File: src/hdl/sctu_pkg.sv
// sctu_pkg: shared types and constants for the sine/cosine Taylor series unit.
// No dependencies.
package sctu_pkg;

   // pi and 2*pi at 60 fraction bits, rounded to nearest in the working format at elaboration
   localparam logic [63:0] PI_Q60     = 64'h3243F6A8885A308D;
   localparam logic [63:0] TWO_PI_Q60 = 64'h6487ED5110B4611A;

   // datapath widths
   localparam int X_W    = 32;  // x squared, unsigned
   localparam int TERM_W = 34;  // series term and running sum, signed
   localparam int MAG_W  = 35;  // magnitude of term * x2 after the shift
   localparam int DIV_W  = 11;  // largest divisor is 38 * 39
   localparam int QR_W   = 16;  // quotient of angle by 2*pi

   typedef enum logic {
      OP_SINE   = 1'b0,
      OP_COSINE = 1'b1
   } op_type;

   typedef struct packed {
      op_type                     op;
      logic [X_W-1:0]             x2;
      logic signed [TERM_W-1:0]   term;
      logic signed [TERM_W-1:0]   sum;
   } beat_type;

   // divisor of series step idx: (2i)(2i+1) for sine, (2i-1)(2i) for cosine
   function automatic logic [DIV_W-1:0] term_divisor(input int idx, input op_type op);
      int d;
      if (op == OP_COSINE) begin
         d = (2 * idx - 1) * (2 * idx);
      end else begin
         d = (2 * idx) * (2 * idx + 1);
      end
      return DIV_W'(d);
   endfunction

endpackage

File: src/hdl/sctu_reduce.sv
// sctu_reduce: folds the angle into [-pi, pi], squares it and seeds the series.
// Depends on sctu_pkg.
module sctu_reduce #(
   parameter int FRACTION_BITS = 28
) (
   input  logic                 clock,
   input  logic                 reset,
   input  logic                 enable,
   input  logic                 in_valid,
   input  logic signed [31:0]   in_angle,
   input  logic                 in_operation,
   output logic                 out_valid,
   output sctu_pkg::beat_type   out_beat
);

   localparam int          F         = FRACTION_BITS;
   localparam logic [63:0] PI_FULL   = (sctu_pkg::PI_Q60 + (64'd1 << (59 - F))) >> (60 - F);
   localparam logic [63:0] TWO_FULL  = (sctu_pkg::TWO_PI_Q60 + (64'd1 << (59 - F))) >> (60 - F);
   localparam logic [31:0] PI_C      = PI_FULL[31:0];
   localparam logic [31:0] TWO_C     = TWO_FULL[31:0];
   localparam int          RSH       = F + 35;
   localparam logic [63:0] RECIP_FULL = (64'd1 << RSH) / TWO_FULL;
   localparam logic [33:0] RECIP     = RECIP_FULL[33:0];
   localparam logic [31:0] ONE       = 32'd1 << F;

   logic                  v1_ff, v2_ff, v3_ff, v4_ff, v5_ff, v6_ff;
   logic                  neg1_ff, neg2_ff, neg3_ff;
   sctu_pkg::op_type      op1_ff, op2_ff, op3_ff, op4_ff, op5_ff;
   logic [31:0]           mag1_ff, mag2_ff, mag3_ff;
   logic [31:0]           mag1_in;
   logic [65:0]           rprod, rquot;
   logic [sctu_pkg::QR_W-1:0] q2_ff, q2_in;
   logic [47:0]           qt3_ff, qt3_in;
   logic [47:0]           r_a, r_b;
   logic signed [32:0]    x4_ff, x4_in;
   logic signed [32:0]    pi_s, two_s, x_fold;
   logic signed [31:0]    x5_ff, x5_in;
   logic signed [63:0]    sq;
   logic [63:0]           sq_sh;
   sctu_pkg::beat_type    beat6_ff, beat6_in;

   // valid chain
   always_ff @(posedge clock) begin
      if (reset) begin
         v1_ff <= 1'b0;
         v2_ff <= 1'b0;
         v3_ff <= 1'b0;
         v4_ff <= 1'b0;
         v5_ff <= 1'b0;
         v6_ff <= 1'b0;
      end else if (enable) begin
         v1_ff <= in_valid;
         v2_ff <= v1_ff;
         v3_ff <= v2_ff;
         v4_ff <= v3_ff;
         v5_ff <= v4_ff;
         v6_ff <= v5_ff;
      end
   end

   // stage 1: sign and magnitude
   assign mag1_in = in_angle[31] ? 32'(-in_angle) : 32'(in_angle);

   // stage 2: quotient estimate by reciprocal, may be one low
   assign rprod = 66'(mag1_ff) * 66'(RECIP);
   assign rquot = rprod >> RSH;
   assign q2_in = rquot[sctu_pkg::QR_W-1:0];

   // stage 3: quotient times 2*pi
   assign qt3_in = 48'(q2_ff) * 48'(TWO_C);

   // stage 4: remainder with one correction, sign restored
   always_comb begin
      r_a = 48'(mag3_ff) - qt3_ff;
      r_b = (r_a >= 48'(TWO_C)) ? r_a - 48'(TWO_C) : r_a;
      x4_in = neg3_ff ? -$signed({2'b00, r_b[30:0]}) : $signed({2'b00, r_b[30:0]});
   end

   // stage 5: fold into [-pi, pi]
   always_comb begin
      pi_s  = $signed({1'b0, PI_C});
      two_s = $signed({1'b0, TWO_C});
      if (x4_ff > pi_s) begin
         x_fold = x4_ff - two_s;
      end else if (x4_ff < -pi_s) begin
         x_fold = x4_ff + two_s;
      end else begin
         x_fold = x4_ff;
      end
      x5_in = 32'(x_fold);
   end

   // stage 6: square and series seed
   always_comb begin
      sq    = 64'(x5_ff) * 64'(x5_ff);
      sq_sh = 64'(sq) >> F;
      beat6_in.op = op5_ff;
      beat6_in.x2 = sq_sh[sctu_pkg::X_W-1:0];
      if (op5_ff == sctu_pkg::OP_COSINE) begin
         beat6_in.term = $signed({2'b00, ONE});
      end else begin
         beat6_in.term = sctu_pkg::TERM_W'(x5_ff);
      end
      beat6_in.sum = beat6_in.term;
   end

   // payload registers
   always_ff @(posedge clock) begin
      if (enable) begin
         neg1_ff  <= in_angle[31];
         mag1_ff  <= mag1_in;
         op1_ff   <= sctu_pkg::op_type'(in_operation);
         neg2_ff  <= neg1_ff;
         mag2_ff  <= mag1_ff;
         op2_ff   <= op1_ff;
         q2_ff    <= q2_in;
         neg3_ff  <= neg2_ff;
         mag3_ff  <= mag2_ff;
         op3_ff   <= op2_ff;
         qt3_ff   <= qt3_in;
         x4_ff    <= x4_in;
         op4_ff   <= op3_ff;
         x5_ff    <= x5_in;
         op5_ff   <= op4_ff;
         beat6_ff <= beat6_in;
      end
   end

   assign out_valid = v6_ff;
   assign out_beat  = beat6_ff;

endmodule

File: config.mk
export PLATFORM = sky130hd
export DESIGN_NAME = sctu_reduce
export DESIGN_NICKNAME = d
export VERILOG_FILES = /design/src/hdl/sctu_pkg.sv /design/src/hdl/sctu_reduce.sv
export SDC_FILE = /design/constraint.sdc
export NUM_CORES = 2
export LEC_CHECK = 0
export BUFFER_PORTS_ARGS = -buffer_cell sky130_fd_sc_hd__buf_2
export CELL_PAD_IN_SITES_DETAIL_PLACEMENT = 1
export CELL_PAD_IN_SITES_GLOBAL_PLACEMENT = 1
export CORE_ASPECT_RATIO = 1.4
export CORE_UTILIZATION = 49
export CTS_CLUSTER_DIAMETER = 40
export DETAILED_ROUTE_END_ITERATION = 12
export PLACE_DENSITY = 0.77
export SETUP_SLACK_MARGIN = 0.2
export SYNTH_ARGS = -nofsm -noshare
export SYNTH_HDL_FRONTEND = slang
export SYNTH_SLANG_ARGS = --single-unit
File: constraint.sdc
create_clock -name clock -period 21.7 [get_ports clock]
set_input_delay 1.085 -clock clock [delete_from_list [all_inputs] [get_ports clock]]
set_output_delay 1.085 -clock clock [all_outputs]
set_load 0.05 [all_outputs]
==> impl_metrics.yaml <==
sta:
  worst_pin_slew_ps: 1160
  post-route-period-util_pct: 48.4
  final-setup-viol-count: 0
  setup_tns_ps: 0
  period_needed_ps: 10500
  skew_ps: 32.4
  relSlewSlack_pct: 22.4
  finalHoldViolations: 0
  rsz0062_at_grt: "no"
  clock.fmax_ghz: 0.0952
  maxSlewViolCount: 0
synthesis:
  synth-simple-area-share_pct: 8.13
  synth.area.mux_share_pct: 0.288
  synthXorXnorAreaFrac_pct: 3.03
  synth_area_leader_cell: "fa_1"
  synth_top_family_by_area: "adder cells"
  ys_seq_elements: 249
  yosysMostFrequentCell: "inv_1"
  synthesis.nets: 7783
  ys_seq_area_share_pct: 12.4
  netlist_instances: 5778
  synth_compound_area_share_pct: 5.65
  synth.avg_cell_area_um2: 10.4
  ys_top_cells_by_count: "1,675 x inv_1, 1,382 x fa_1, 586 x ha_1, 358 x nand2_1, 243 x edfxtp_1"
  synth_cell_type_count: 103
  yosys_warnings: 0
  async_flop_share_pct: 0
  syn-cell-area_mm2: 0.0599
  synth_edf_count: 243
  ys.flop_type: "edfxtp_1"
  synth_top_cell_area_share_pct: 46.2
  synth_fa_ha_area_share_pct: 58.4
  synthTopCellsByArea: "fa_1 46%, ha_1 12%, edfxtp_1 12%, inv_1 10%, xnor2_1 2.3%"
grt:
  grt_overflow_total: 0
  antenna_found_initial: 1
  grt_pass1_wl_um: 274000
  grt_pass1_vias: 48873
  grt_max_degree: 108
  grt_use_total_pct: 29.2
placement:
  placed_area_mm2: 0.0621
  place_congestion: 0.938
  numPortBuffers: 138
  hpwlAfterDp_um: 145000
floorplanning:
  row_count: 151
  die_x_um: 297
  core_area_mm2: 0.121
  initial_core_util_pct: 49.4
  fp.dieH_um: 416
  dieArea_mm2: 0.124
  ioPinCount: 139
critical_path:
  regToRegEndpoint: "out_beat[99]$_DFFE_PP_"
  cp_num_buf_inv: 4
  cp-start-kind: "flip-flop"
  slowest_stage: "fa_1"
  reg2reg_from: "x5_ff[5]$_DFFE_PP_"
  path_common_cell: "fa_1"
  critPathCaptureType: "flip-flop"
  ff2ff_path_depth: 28
  cp_max_fo: 26
  crit_family: "adder cells"
  worstSetupPathType: "flip-flop to flip-flop"
  max_stage_delay_ps: 570
  worstPathArrival_ps: 10890
  rrSetupSlack_ps: 11200
  critical_path_required_ps: 22090
worst_hold_path:
  min_to: "mag3_ff[17]$_DFFE_PP_"
  holdPathStages: 0
  hold_start: "mag2_ff[17]$_DFFE_PP_"
  hold_class: "flip-flop to flip-flop"
cts:
  post_cts_resized: 0
  cts_root_buf: "clkbuf_16"
  clk_pin_slew_ps: 60
  cts_tree: "done"
  clkSinkCount: 249
  post_cts_buffers: 0
  hold_buffers: 0
  clock_path_buffers: 3
  clk_latency_ps: 640
  numCtsBuffers: 45
  htree_levels: 2
layout:
  drive_gt1_share_pct: 5.47
  n_antenna_cell: 0
  area_delta_synth_final_pct: 6.31
  design_area_mm2: 0.0637
  fin_nets: 7820
  fin_util_pct: 52.6
drt:
  dr_total_vias: 40186
  wl_per_cell_um: 23.0
  routed_wirelength_um: 171000
  postRouteAntennaNets: 0
  viasPerCell: 5.39
  first_pass_iters: 5
  route.detailed.drc: 0
  first_iter_violations: 1624
outcome:
  status: "completed"
job:
  drv_cap: 0
metrics by stage:
stage                     cells  hold WS [ps]  setup WS [ps]
after floorplan            5778           400          13160
after global placement     7374           401          11330
after detailed placement   7374           406          11240
after CTS                  7458           413          11230
after global routing       7458           421          10790
final                      7458           416          11200
state kept, by name (all words and copies together) (netlist names), 2 cells and up:
register,flops
mag3_ff,32
out_beat,65
q2_ff,2
mag2_ff,32
mag1_ff,32
x5_ff,32
qt3_ff,7
x4_ff,33
worst max path at each step:
stage                        startpoint                     end  slack (ps)  cells past startpoint
floorplan           x5_ff[25]$_DFFE_PP_  out_beat[99]$_DFFE_PP_       13160                     29
global placement     x5_ff[5]$_DFFE_PP_  out_beat[99]$_DFFE_PP_       11330                     28
detailed placement  x5_ff[19]$_DFFE_PP_  out_beat[99]$_DFFE_PP_       11240                     28
CTS                  x5_ff[5]$_DFFE_PP_  out_beat[99]$_DFFE_PP_       11230                     28
global route         x5_ff[5]$_DFFE_PP_  out_beat[99]$_DFFE_PP_       10790                     28
finish               x5_ff[5]$_DFFE_PP_  out_beat[99]$_DFFE_PP_       11200                     28
worst reg2reg max path: cells and delay by family (launching register included):
family | cells | cell delay, ps
fa+ha+maj | 9 | 4240
simple gates | 3 | 1240
compound gates | 11 | 3320
buf+inv | 4 | 1020
xor+xnor | 1 | 130
flops | 1 | 320
placed cells by master, fill, tap and decap left out, types with 28 or more instances in the layout:
cell type / count
clkbuf_16: 46
xnor2_1: 158
inv_1: 1675
and2_1: 192
a21oi_1: 97
nor3_1: 34
nor2_1: 169
fa_1: 1382
xor2_1: 47
buf_4: 51
nand2_1: 358
nand3_1: 28
a21o_1: 63
ha_1: 586
o21ai_0: 79
buf_2: 137
nor2b_1: 50
edfxtp_1: 243
metal layers:
layer | global-route usage [%] | part of all wire (%)
met5 | 0 | 0
met4 | 18.4 | 7.5
met3 | 3.18 | 3.4
met2 | 56.5 | 56
met1 | 29.5 | 33
cells by family after synthesis:
kind of cell	count (synthesis)
muxes	17
adders and majority gates	1968
DFF	249
xor gates and xnor gates	206
and+or+nand+nor	986
buffers and inverters	1879
AOI/OAI and AO/OA	473
final cells by class:
cell class / instances / area, um^2
well taps: 1606 / 2010
clock inverters: 38 / 459
fillers: 13346 / 57400
flip-flops and latches: 249 / 7420
multi-input cells: 3650 / 45200
repair buffers: 189 / 1080
clock buffers: 46 / 1150
inverters: 1680 / 6310
Power is not shown: default switching activity piles up to over one toggle a cycle in this logic, so the estimate is an artifact.
